===== src/hw/rtl/stos_pkg.sv =====
// Shared types for the sorted table occurrence search block.
`timescale 1ns / 1ps

package stos_pkg;

   // Field widths of the request and response transactions.
   localparam int IndexWidth = 8;
   localparam int ValueWidth = 32;
   localparam int CountWidth = 9;

   // Request kinds carried on req_tuser.
   localparam logic OpWrite  = 1'b0;
   localparam logic OpSearch = 1'b1;

   // Controller states.
   typedef enum logic [1:0] {
      ST_IDLE,
      ST_RUN,
      ST_RESP
   } state_type;

   // Commands from the controller to the datapath.
   typedef struct packed {
      logic start;     // load the key and open both search ranges
      logic run;       // perform one interleaved probe step
      logic phase;     // 0: left search reads, right compares; 1: the reverse
      logic wr_en;     // store one table entry from the request
      logic load_rsp;  // capture the search answer into the response register
   } cmd_type;

   // Status from the datapath to the controller.
   typedef struct packed {
      logic search_done;  // both ranges closed and no read outstanding
   } status_type;

endpackage


===== src/hw/rtl/stos_ctrl.sv =====
// Controller: sequences request transactions, the probe phases and the response.
`timescale 1ns / 1ps

module stos_ctrl (
   input  logic                 clock,
   input  logic                 reset,
   input  logic                 req_tvalid,
   output logic                 req_tready,
   input  logic                 req_tuser,
   output logic                 rsp_tvalid,
   input  logic                 rsp_tready,
   output stos_pkg::cmd_type    cmd,
   input  stos_pkg::status_type status
);

   stos_pkg::state_type state_ff;
   stos_pkg::state_type state_in;
   logic                phase_ff;
   logic                phase_in;
   logic                rsp_valid_ff;
   logic                rsp_valid_in;

   // State, phase and response valid registers.
   always_ff @(posedge clock) begin
      if (reset) begin
         state_ff     <= stos_pkg::ST_IDLE;
         phase_ff     <= 1'b0;
         rsp_valid_ff <= 1'b0;
      end else begin
         state_ff     <= state_in;
         phase_ff     <= phase_in;
         rsp_valid_ff <= rsp_valid_in;
      end
   end

   // Next state and commands.
   always_comb begin
      state_in     = state_ff;
      phase_in     = phase_ff;
      req_tready   = 1'b0;
      cmd          = '0;
      cmd.phase    = phase_ff;
      rsp_valid_in = rsp_valid_ff && !rsp_tready;

      case (state_ff)
         stos_pkg::ST_IDLE: begin
            req_tready = 1'b1;
            if (req_tvalid) begin
               if (req_tuser == stos_pkg::OpSearch) begin
                  cmd.start = 1'b1;
                  phase_in  = 1'b0;
                  state_in  = stos_pkg::ST_RUN;
               end else begin
                  cmd.wr_en = 1'b1;
               end
            end
         end
         stos_pkg::ST_RUN: begin
            if (status.search_done) begin
               state_in = stos_pkg::ST_RESP;
            end else begin
               cmd.run  = 1'b1;
               phase_in = !phase_ff;
            end
         end
         stos_pkg::ST_RESP: begin
            // Wait until the response register is free.
            if (!rsp_valid_ff || rsp_tready) begin
               cmd.load_rsp = 1'b1;
               rsp_valid_in = 1'b1;
               state_in     = stos_pkg::ST_IDLE;
            end
         end
         default: begin
            state_in = stos_pkg::ST_IDLE;
         end
      endcase
   end

   assign rsp_tvalid = rsp_valid_ff;

endmodule


===== config.mk =====
export PLATFORM = sky130hd
export DESIGN_NAME = stos_ctrl
export DESIGN_NICKNAME = d
export VERILOG_FILES = /design/src/hw/rtl/stos_pkg.sv /design/src/hw/rtl/stos_ctrl.sv
export SDC_FILE = /design/constraint.sdc
export NUM_CORES = 1
export LEC_CHECK = 0
export BUFFER_PORTS_ARGS = -buffer_cell sky130_fd_sc_hd__buf_2
export CORE_AREA = 2 2 39 41
export CTS_CLUSTER_SIZE = 12
export DETAILED_ROUTE_END_ITERATION = 7
export DIE_AREA = 0 0 41 43
export GPL_TIMING_DRIVEN = 0
export PLACE_DENSITY = 0.35
export SYNTH_ARGS = -nofsm -noshare
export SYNTH_HDL_FRONTEND = slang
export SYNTH_SLANG_ARGS = --single-unit

===== constraint.sdc =====
create_clock -name clock -period 1.9 [get_ports clock]
set_clock_uncertainty 0.1 [all_clocks]
set_input_delay 0.38 -clock clock [delete_from_list [all_inputs] [get_ports clock]]
set_output_delay 0.38 -clock clock [all_outputs]
set_load 0.1 [all_outputs]

==> impl_metrics.csv <==
group,metric,value,unit
timing,finalWorstSetupSlack,0.117,ns
critical_path,cp_slowest_cell,"buf_2",
cts,postCtsSetupBuffers,0,
critical_path,rr_startpoint,"state_ff[0]$_SDFFE_PP0P_",
timing,fmax,0.561,GHz
grt,grt_max_degree,10,
cts,insertion_delay,0.24,ns
critical_path,cp.arrival,1.30,ns
yosys,synth_seq_cells,4,
timing,maxSlewViolCount,0,
grt,antenna_found_initial,0,
cells_and_area,drive_gt1_share,64.3,%
cells_and_area,multi_input_area,163,um2
power,leakage,0.175,nW
cts,cts_buffers,3,
cts,htreeDepth,1,
yosys,seq_area_frac_synth,33.2,%
grt,grt_pass1_vias,214,
critical_path,cpPeakStageDelay,0.44,ns
routing,wirelength,562,um
run_status,status,"finished, final reports clean",
routing,drc,0,
power,power_density,756,mW/mm2
die,core,0.00138,mm2
timing,max_slew.worst_pin.slew,0.488,ns
routing,first_pass_iters,1,
critical_path,endpoint_kind,"output pin",
yosys,syn_avg_cell_area,8.94,um2
critical_path,cp_max_fo,9,
yosys,yosysTopAreaCellShare,33.2,%
yosys,synth_area,241,um2
power,ir_worst_vdd,0.000319,V
die,die_w,41,um
timing,fin_crit,1.78,ns
cells_and_area,nets,50,
routing,drtIter0Drc,0,
yosys,synth_nets,33,
hold_path,hold_class,"in2reg",
routing,vias_per_cell,4.02,
critical_path,path_cells,"buf_4, nor3b_2, buf_2",
grt,gr-total-overflow,0,
cts,clk_pin_slew_worst_paths,0.04,ns
cells_and_area,n_antenna_cell,0,
yosys,synth_cell_types,18,
cts,cts_root_buffer,"clkbuf_4",
cells_and_area,register_area,81.3,um2
cts,clock_sinks,4,
timing,rsz0062_at_grt,"false",
timing,finalSetupViolations,0,
place,placedCellCount,55,
die,rows,14,
cts,ctsLongestPathBuffers,2,
cells_and_area,syn2layout_area_growth,56.5,%
die,dieHeight,43,um
cells_and_area,final_common_cell,"buf_2",
timing,finalHoldViolCount,0,
place,port_buffers,12,
critical_path,required,1.42,ns
routing,wl_per_cell,9.69,um
job,cap_violations,0,
timing,finalCritPeriodShare,93.9,%
critical_path,startpoint,"state_ff[1]$_SDFFE_PP0P_",
place,gp_congestion,0.646,
grt,grt.total_usage,8.24,%
yosys,yosys_warnings,0,
grt,grt_pass1_wl,917,um
yosys,ys_top_cells_by_area,"dfxtp_1, a21oi_1, buf_4, mux2_4, nand2b_4",
place,dp.final_hpwl,418,um
routing,ant_nets,0,
cts,cts_tree,"yes",
cells_and_area,fin_cells,58,
routing,num_vias,233,
hold_path,hold_start,"reset",
place,dp_slack,0.240,ns
critical_path,crit_path_start_kind,"flip-flop",
critical_path,crit_type,"reg2out",
die,start_util,17.5,%
die,ios,13,
yosys,synthCells,27,
timing,slew_headroom,67.7,%
cells_and_area,mostFrequentLayoutCells,"buf_2, buf_4, a21oi_1, clkbuf_4, dfxtp_1",
yosys,yosysTopAreaCell,"dfxtp_1",
cells_and_area,fillers,159,
die,die_area,0.00176,mm2
cells by family after synthesis:
family	Yosys count	share of synthesized area, %
compound gates	6	14.0
buf+inv	3	10.9
flops	4	33.2
mux	1	6.22
simple gates	13	35.8
worst paths after layout:
check | depth (start not counted) | slack (ns) | to
setup reg to reg | 3 | 0.88 | state_ff[0]$_SDFFE_PP0P_
setup / recovery | 3 | 0.12 | cmd[3]
hold / removal | 2 | 0.26 | rsp_tvalid$_SDFF_PP0_
hold reg to reg | 2 | 0.41 | phase_ff$_SDFFE_PP0P_
final cells by class:
| cell class | instances | share of cell area (%) |
|---|---|---|
| multi-input combinational | 20 | 43.0 |
| sequential | 4 | 21.5 |
| timing repair buffer | 12 | 17.2 |
| buffer | 3 | 6.95 |
| clock buffer | 3 | 5.96 |
| tap | 16 | 5.30 |
synth_stat cells:
library cell / count
and2b_2: 1
nor4b_1: 1
nor3_2: 1
nand2_1: 2
dfxtp_1: 4
mux2_4: 1
a21oi_1: 3
buf_6: 1
nand2b_4: 1
o21ai_0: 1
buf_4: 2
nor3_1: 2
nor2_1: 2
o21ai_1: 1
nand2b_1: 1
nor3b_1: 1
o22a_1: 1
and2_1: 1
stage by stage:
step | total power, W | TNS [ns] | instance area, um2 | hold WS (ns) | util, %
2_1_floorplan | 0.000163 | -0.651 | 270 | 0.342 | -
3_3_place_gp | 0.000180 | 0 | 350 | 0.401 | 25.3
6_report | 0.000286 | 0 | 378 | 0.264 | 27.3
3_5_place_dp | 0.000181 | 0 | 350 | 0.397 | 25.3
4_1_cts | 0.000293 | 0 | 378 | 0.254 | 27.3
5_1_grt | 0.000302 | 0 | 378 | 0.260 | 27.3
metal layers:
layer	up-vias	track usage, %	wire, um
li1	126	-	-
met1	100	10.3	232
met2	7	10.0	281
met3	0	9.42	47
met4	0	0	0
met5	-	0	0
sequential cells by signal, indices dropped and copies added (netlist names):
register / cells
rsp_tvalid: 1
phase_ff: 1
state_ff: 2
worst max-delay path, delay by kind of cell (launching register included):
family,cells,cell delay (ns)
buffers and inverters,2,0.61
DFF,1,0.28
and+or+nand+nor,1,0.17
timing repair:
item | in CTS | in global routing
endpoints found under the setup margin | 2 | 0
resized for setup | 2 | 0
hold buffers | 0 | 0
power by group:
part,switching [W],internal (W)
clock,0.0000347,0.0000706
combinational,0.0000666,0.0000249
sequential,0.00000146,0.0000873
(Power assumes the default switching activity.)
